**src/sv/lcgx_pkg.sv**
```systemverilog
`timescale 1ns / 1ps
`default_nettype none
// ----------------------------------------------------------------------------
// lcgx_pkg
// Shared types and constants of the chunk keystream cipher.
// ----------------------------------------------------------------------------
package lcgx_pkg;

	localparam int unsigned LENGTH_BYTES = 4;
	localparam int unsigned LEN_SEL_W    = 2;
	localparam int unsigned LCG_W        = 15;
	localparam int unsigned KEY_W        = 8;
	localparam int unsigned POS_W        = 32;
	localparam int unsigned CLEN_W       = 32;
	localparam int unsigned CFG_IDX_W    = 8;
	localparam int unsigned CFG_DATA_W   = 16;

	localparam logic [4:0]  LCG_MUL  = 5'd21;
	localparam logic [2:0]  LCG_ADD  = 3'd7;
	localparam logic [8:0]  KEY_MOD  = 9'd255;

	localparam logic [7:0]  HEADER_LEN_RESET      = 8'd49;
	localparam logic [15:0] FIRST_CHUNK_LEN_RESET = 16'd384;

	localparam logic [CFG_IDX_W-1:0] CFG_HEADER_LEN      = 8'd0;
	localparam logic [CFG_IDX_W-1:0] CFG_FIRST_CHUNK_LEN = 8'd1;

	typedef enum logic [2:0] {
		RG_HEADER = 3'd0,
		RG_CHUNK0 = 3'd1,
		RG_LEN1   = 3'd2,
		RG_CHUNK1 = 3'd3,
		RG_LEN2   = 3'd4,
		RG_CHUNK2 = 3'd5,
		RG_END    = 3'd6
	} region_t;

	typedef struct packed {
		logic [7:0] out_byte;
		region_t    region;
		logic       last;
	} result_t;

endpackage
`default_nettype wire

```
**src/sv/lcg_xor_chunk_cipher.sv**
```systemverilog
`timescale 1ns / 1ps
`default_nettype none
// ----------------------------------------------------------------------------
// lcg_xor_chunk_cipher
// Byte-serial keystream cipher over a framed file: header, three chunks and
// two little-endian length fields; chunk bytes are XORed with the key.
//
//   channel  | handshake             | payload
//   ---------+-----------------------+----------------------------------
//   input    | in_valid / in_ready   | data_byte, frame_start
//   output   | out_valid / out_ready | out_byte, region, last_of_frame
//   config   | cfg_valid / cfg_ready | cfg_index, cfg_data
//
// One byte per cycle sustained while out_ready is held high; a request's result
// passes the input register, then the result register, on its way to the output.
// The parser state updates as the byte moves from the input register into
// the result register; the generator step and mod-255 fold sit in that path.
// A stalled output holds the input register; in_ready stays high while it
// empties in the same cycle. Reset initialises control state only, no sweep.
// ----------------------------------------------------------------------------
module lcg_xor_chunk_cipher
	import lcgx_pkg::*;
(
	input  wire logic                  clk,
	input  wire logic                  arst_n,
	input  wire logic                  in_valid,
	output logic                       in_ready,
	input  wire logic [7:0]            data_byte,
	input  wire logic                  frame_start,
	output logic                       out_valid,
	input  wire logic                  out_ready,
	output logic [7:0]                 out_byte,
	output logic [2:0]                 region,
	output logic                       last_of_frame,
	input  wire logic                  cfg_valid,
	output logic                       cfg_ready,
	input  wire logic [CFG_IDX_W-1:0]  cfg_index,
	input  wire logic [CFG_DATA_W-1:0] cfg_data
);

	logic        valid_s1;
	logic [7:0]  data_s1;
	logic        start_s1;
	logic        out_valid_q;
	result_t     res_q, res;
	logic [7:0]  header_len_q;
	logic [15:0] first_chunk_len_q;
	logic        advance;

	assign advance   = valid_s1 && (!out_valid_q || out_ready);
	assign in_ready  = !valid_s1 || advance;
	assign cfg_ready = 1'b1;

	lcgx_frame_ctl u_frame_ctl (
		.clk             (clk),
		.arst_n          (arst_n),
		.step            (advance),
		.data_byte       (data_s1),
		.frame_start     (start_s1),
		.header_len      (header_len_q),
		.first_chunk_len (first_chunk_len_q),
		.res             (res)
	);

	always_ff @(posedge clk or negedge arst_n) begin
		if (!arst_n) begin
			valid_s1    <= 1'b0;
			out_valid_q <= 1'b0;
		end else begin
			if (in_valid && in_ready) begin
				valid_s1 <= 1'b1;
			end else if (advance) begin
				valid_s1 <= 1'b0;
			end
			if (advance) begin
				out_valid_q <= 1'b1;
			end else if (out_ready) begin
				out_valid_q <= 1'b0;
			end
		end
	end

	always_ff @(posedge clk) begin
		if (in_valid && in_ready) begin
			data_s1  <= data_byte;
			start_s1 <= frame_start;
		end
		if (advance) begin
			res_q <= res;
		end
	end

	always_ff @(posedge clk or negedge arst_n) begin
		if (!arst_n) begin
			header_len_q      <= HEADER_LEN_RESET;
			first_chunk_len_q <= FIRST_CHUNK_LEN_RESET;
		end else if (cfg_valid && cfg_ready) begin
			case (cfg_index)
				CFG_HEADER_LEN:      header_len_q      <= cfg_data[7:0];
				CFG_FIRST_CHUNK_LEN: first_chunk_len_q <= cfg_data;
				default: ;
			endcase
		end
	end

	assign out_valid     = out_valid_q;
	assign out_byte      = res_q.out_byte;
	assign region        = res_q.region;
	assign last_of_frame = res_q.last;

endmodule
`default_nettype wire

```
**src/sv/lcgx_keystream.sv**
```systemverilog
`timescale 1ns / 1ps
`default_nettype none
// ----------------------------------------------------------------------------
// lcgx_keystream
// One generator step s' = (s*21+7) mod 32768 and key = s' mod 255.
// ----------------------------------------------------------------------------
module lcgx_keystream
	import lcgx_pkg::*;
(
	input  wire logic [LCG_W-1:0] lcg,
	output logic      [LCG_W-1:0] lcg_next,
	output logic      [KEY_W-1:0] key
);

	logic [LCG_W+4:0] prod;
	logic [8:0]       fold;

	always_comb begin
		prod     = (LCG_W+5)'(lcg) * (LCG_W+5)'(LCG_MUL) + (LCG_W+5)'(LCG_ADD);
		lcg_next = prod[LCG_W-1:0];
		// 256 is 1 mod 255: fold the high byte onto the low byte
		fold     = 9'(lcg_next[LCG_W-1:8]) + 9'(lcg_next[7:0]);
		if (fold >= KEY_MOD) begin
			key = KEY_W'(fold - KEY_MOD);
		end else begin
			key = fold[KEY_W-1:0];
		end
	end

endmodule
`default_nettype wire

```
**src/sv/lcgx_frame_ctl.sv**
```systemverilog
`timescale 1ns / 1ps
`default_nettype none
// ----------------------------------------------------------------------------
// lcgx_frame_ctl
// Frame parser state, length capture and chunk XOR for one byte per step.
// ----------------------------------------------------------------------------
module lcgx_frame_ctl
	import lcgx_pkg::*;
(
	input  wire logic        clk,
	input  wire logic        arst_n,
	input  wire logic        step,
	input  wire logic [7:0]  data_byte,
	input  wire logic        frame_start,
	input  wire logic [7:0]  header_len,
	input  wire logic [15:0] first_chunk_len,
	output result_t          res
);

	logic [7:0]        seed_q, seed_d;
	logic [LCG_W-1:0]  lcg_q, lcg_d, lcg_next;
	logic [KEY_W-1:0]  key;
	region_t           region_q, region_d, rg_cur, ck_rg;
	logic [POS_W-1:0]  pos_q, pos_d, pos_cur, pos_inc;
	logic [CLEN_W-1:0] clen_q, clen_d, clen_acc, ck_len;
	logic [7:0]        hl;
	logic              enter_ck;

	lcgx_keystream u_keystream (
		.lcg      (lcg_q),
		.lcg_next (lcg_next),
		.key      (key)
	);

	always_comb begin
		rg_cur   = frame_start ? RG_HEADER : region_q;
		pos_cur  = frame_start ? '0 : pos_q;
		pos_inc  = pos_cur + POS_W'(1);
		hl       = (header_len == 8'd0) ? 8'd1 : header_len;
		seed_d   = seed_q;
		lcg_d    = lcg_q;
		region_d = rg_cur;
		pos_d    = pos_cur;
		clen_d   = clen_q;
		clen_acc = clen_q;
		enter_ck = 1'b0;
		ck_rg    = RG_CHUNK0;
		ck_len   = '0;
		res.out_byte = data_byte;
		res.region   = rg_cur;
		res.last     = 1'b0;

		for (int i = 0; i < 4; i++) begin
			if (i < int'(LENGTH_BYTES) && pos_cur[LEN_SEL_W-1:0] == LEN_SEL_W'(i)) begin
				clen_acc[8*i +: 8] = clen_q[8*i +: 8] | data_byte;
			end
		end

		case (rg_cur)
			RG_HEADER: begin
				if (pos_cur == '0) begin
					seed_d = data_byte;
				end
				pos_d = pos_inc;
				if (pos_inc >= POS_W'(hl)) begin
					enter_ck = 1'b1;
					ck_rg    = RG_CHUNK0;
					ck_len   = CLEN_W'(first_chunk_len);
				end
			end
			RG_CHUNK0, RG_CHUNK1, RG_CHUNK2: begin
				lcg_d        = lcg_next;
				res.out_byte = data_byte ^ key;
				pos_d        = pos_inc;
				if (pos_inc >= clen_q) begin
					pos_d = '0;
					case (rg_cur)
						RG_CHUNK0: begin
							region_d = RG_LEN1;
							clen_d   = '0;
						end
						RG_CHUNK1: begin
							region_d = RG_LEN2;
							clen_d   = '0;
						end
						default: begin
							region_d = RG_END;
							res.last = 1'b1;
						end
					endcase
				end
			end
			RG_LEN1, RG_LEN2: begin
				clen_d = clen_acc;
				pos_d  = pos_inc;
				if (pos_inc >= POS_W'(LENGTH_BYTES)) begin
					enter_ck = 1'b1;
					ck_rg    = (rg_cur == RG_LEN1) ? RG_CHUNK1 : RG_CHUNK2;
					ck_len   = clen_acc;
				end
			end
			default: begin
				res.region = RG_END;
				region_d   = RG_END;
			end
		endcase

		if (enter_ck) begin
			pos_d  = '0;
			clen_d = ck_len;
			lcg_d  = LCG_W'(seed_d);
			if (ck_len != '0) begin
				region_d = ck_rg;
			end else begin
				case (ck_rg)
					RG_CHUNK0: begin
						region_d = RG_LEN1;
						clen_d   = '0;
					end
					RG_CHUNK1: begin
						region_d = RG_LEN2;
						clen_d   = '0;
					end
					default: begin
						region_d = RG_END;
						res.last = 1'b1;
					end
				endcase
			end
		end
	end

	always_ff @(posedge clk or negedge arst_n) begin
		if (!arst_n) begin
			seed_q   <= '0;
			lcg_q    <= '0;
			region_q <= RG_HEADER;
			pos_q    <= '0;
			clen_q   <= '0;
		end else if (step) begin
			seed_q   <= seed_d;
			lcg_q    <= lcg_d;
			region_q <= region_d;
			pos_q    <= pos_d;
			clen_q   <= clen_d;
		end
	end

endmodule
`default_nettype wire
```
**config.mk**
```make
export PLATFORM = sky130hd
export DESIGN_NAME = lcg_xor_chunk_cipher
export DESIGN_NICKNAME = d
export VERILOG_FILES = /design/src/sv/lcgx_pkg.sv /design/src/sv/lcg_xor_chunk_cipher.sv /design/src/sv/lcgx_keystream.sv /design/src/sv/lcgx_frame_ctl.sv
export SDC_FILE = /design/constraint.sdc
export NUM_CORES = 1
export LEC_CHECK = 0
export BUFFER_PORTS_ARGS = -buffer_cell sky130_fd_sc_hd__buf_2
export CORE_ASPECT_RATIO = 1.25
export CORE_UTILIZATION = 25
export CTS_BUF_LIST = sky130_fd_sc_hd__clkbuf_8
export CTS_CLUSTER_DIAMETER = 40
export CTS_CLUSTER_SIZE = 16
export DETAILED_ROUTE_END_ITERATION = 8
export GPL_TIMING_DRIVEN = 0
export HOLD_SLACK_MARGIN = 0.02
export PLACE_DENSITY = 0.43
export SKIP_CTS_REPAIR_TIMING = 1
export SLEW_MARGIN = 20
export SYNTH_ARGS = -nofsm -noshare
export SYNTH_HDL_FRONTEND = slang
export SYNTH_SLANG_ARGS = --single-unit
```
**constraint.sdc**
```tcl
create_clock -name clk -period 9.72 [get_ports clk]
set_input_delay 1.944 -clock clk [delete_from_list [all_inputs] [get_ports clk]]
set_output_delay 1.944 -clock clk [all_outputs]
set_load 0.005 [all_outputs]
```
==> flow_summary.ini <==
[place]
pre_cts_ws_ps = 2960
dp.final_hpwl_um = 23400
place_area_um2 = 10800
io_buffers = 51
finalWeightedCongestion = 0.838
place.detailed.instances = 1591

[timing]
post-route-min-period_ps = 6780
slew-limit-headroom_pct = 32.9
max_slew.worst_pin.slew_ps = 1000
final_max_slew_viol_count = 0
final.setup.worst_slack_ps = 2940
clock-skew-final_ps = 19.8
clock.fmax_ghz = 0.148
final.setup.tns_ps = 0
setup_viol = 0
rsz0062_at_grt = no
report.final.hold_viol_count = 0
timing.final.crit_share_pct = 69.7

[final_layout]
layoutNonFillerInstCount = 1624
layout.nets = 1249
layout_commonest_cell = dfrtp_1
multiInputGateArea_um2 = 5820
fillCellCount = 4110
seqCellArea_um2 = 3540
post_route_cells_drive_above_1_share_pct = 14.7
area_growth_pct = 13.7
design_area_um2 = 11200
mostFrequentLayoutCells = dfrtp_1 (111), ha_1 (89), nand2_1 (80), buf_2 (66)

[floorplanning]
floorplan.die_area_um2 = 40400
placeableCoreArea_um2 = 39000
starting_density_of_the_core_pct = 25.3
io_pins = 53
die-width_um = 180
std_cell_rows = 81
die_height_um = 224

[routing]
via_per_inst = 4.89
drt-wirelength-per-cell_um = 18.5
drc_errors = 2
detail_route.wirelength_um = 30000
antenna_violating_nets_post_route = 0
vias = 7949
dr.pass1.iters = 9
dr.first_iter.drc_count = 433

[yosys]
synth_fp_nets = 1178
number_of_synthesized_register_bits = 137
ys_types = 82
most_instantiated_flip_flop_cell_in_the_synthesis_netlist = dfrtp_1
synthesis.area_um2 = 9890
syn-instance-count = 1041
synth-edff-count = 21
postSynth.asyncResetShare_pct = 84.7
ys_seq_area_share_pct = 35.8
ys_warn_count = 0
post_syn_area_per_cell_um2 = 9.50

[global_routing]
first_pass_grt_wire_length_um = 47100
initial_antenna_violation_count = 0
grt_start_max_net_pins = 64
grt_pass1_vias = 7984
globalRouteOverflowTotal = 0
grtUsageTotal_pct = 15.4

[worst_setup_path]
cp_data_arrival_time_ps = 7200
cp_slowest_stage_delay_ps = 760
cpMaxStageDelayCell = nor4_1
path_cells = clkbuf_1 > inv_1 > clkbuf_1 > nand2_1 > inv_1 > ha_1 > nand3b_1 > nor4_1 > nand4_1 > xnor2_1 > ha_1 > a21oi_1 > o22ai_1 > o21a_1 > a311oi_1 > a31oi_1 > o21ai_0 > nor3b_2 > buf_2 > a22o_1
cp_max_fo = 10
crit_path_kind = reg2reg
nature_of_the_critical_path_startpoint = flip-flop
critPathRequiredTime_ps = 10140
worst_setup_path_end_kind = flip-flop

[clocking]
htree_num_levels = 4
clk_path_buf_depth = 2
cts.root.buffer_cell = clkbuf_8
cts.sink_count = 137
clkTransAtPathRegs_ps = 90
numCtsBuffers = 17
tritoncts = yes
clock_insertion_delay_at_the_later_pin_of_the_skew_report_ps = 500

[min_path]
worst_hold_path_type = reg2reg

[status]
status = complete, but fails checks
violations = DRC

[run]
drv_cap = 0
-- per-stage QoR --
step	utilization (%)	hold slack, ps
floorplan	-	440
global placement	27.6	457
detailed placement	27.7	460
CTS	28.8	489
global route	28.8	516
finish	28.8	487
-- registers in the layout, indices dropped and copies added, names as in the netlist --
name	cells
u_frame_ctl.seed_q	8
u_frame_ctl.region_q	3
data_s1	8
first_chunk_len_q	16
last_of_frame	1
valid_s1	1
u_frame_ctl.lcg_q	15
start_s1	1
out_byte	8
u_frame_ctl.pos_q	32
u_frame_ctl.clen_q	32
out_valid	1
region	3
header_len_q	8
-- cell families (layout without fill, tap and decap cells) --
group / count (synthesis) / in the layout / synth area share, %
other cells: 1 / 2 / 0.0379
xor+xnor: 61 / 61 / 5.40
buf+inv: 127 / 211 / 5.31
mux: 46 / 46 / 5.05
compound gates: 254 / 254 / 17.8
flops: 137 / 137 / 35.8
fa+ha+maj: 100 / 100 / 13.4
simple gates: 315 / 315 / 17.2
-- area by class of cell --
class / instances / share of cell area, %
plain buffers: 63 / 2.55
diodes: 1 / 0.0223
flip-flops and latches: 137 / 31.5
clock buffers: 18 / 2.20
clock inverters: 14 / 1.66
inverters: 64 / 2.14
repair buffers: 52 / 2.60
multi-input cells: 777 / 51.8
well taps: 498 / 5.54
-- layer usage --
layer	GRT usage (%)	part of all wire (%)
met2	27.3	51
met1	18.8	44
met4	5.65	2.1
met3	2.17	2.6
met5	0	0
-- worst max-delay path, delay by kind of cell (launching register included) --
family                   cells  cell delay, ps
flip-flops                   1             550
XOR/XNOR                     1             520
buffers and inverters        5            1590
adder cells (fa/ha/maj)      2             700
AO/OA/AOI/OAI                7            1620
AND/OR/NAND/NOR              5            1710
-- synthesized netlist by cell type, types with 7 or more instances --
cell type | number | area share [%]
a31oi_1 | 7 | 0.44
edfxtp_1 | 21 | 6.4
nand2b_1 | 10 | 0.63
dfrtp_1 | 111 | 28
clkbuf_1 | 35 | 1.3
fa_1 | 10 | 2.0
nand2_1 | 80 | 3.0
nor3_1 | 16 | 0.81
nor4_1 | 28 | 1.8
nand3_1 | 37 | 1.9
buf_2 | 16 | 0.81
a21boi_0 | 15 | 1.1
a211oi_1 | 11 | 0.84
nor2_1 | 55 | 2.1
mux2_2 | 29 | 3.3
mux2i_1 | 15 | 1.5
o21ai_0 | 35 | 1.8
xor2_1 | 14 | 1.2
ha_1 | 89 | 11
a22o_1 | 52 | 4.6
inv_1 | 63 | 2.4
a21oi_1 | 64 | 3.2
xnor2_1 | 47 | 4.2
a21o_1 | 22 | 1.7
nand4_1 | 23 | 1.5
nor2b_1 | 12 | 0.76
-- worst paths after layout --
check	start	to	slack, ps	cells past startpoint
min reg2reg	u_frame_ctl.seed_q[7]	u_frame_ctl.seed_q[7]	490	2
min	u_frame_ctl.seed_q[7]	u_frame_ctl.seed_q[7]	490	2
max reg2reg	start_s1	u_frame_ctl.pos_q[17]	2940	20
min in group asynchronous	arst_n	header_len_q[6]	1370	1
max	start_s1	u_frame_ctl.pos_q[17]	2940	20
max in group asynchronous	arst_n	first_chunk_len_q[8]	7650	2
Power is left out: the tool's default activity adds up to more than one toggle a clock period on the data nets, which glitch-free logic cannot reach.
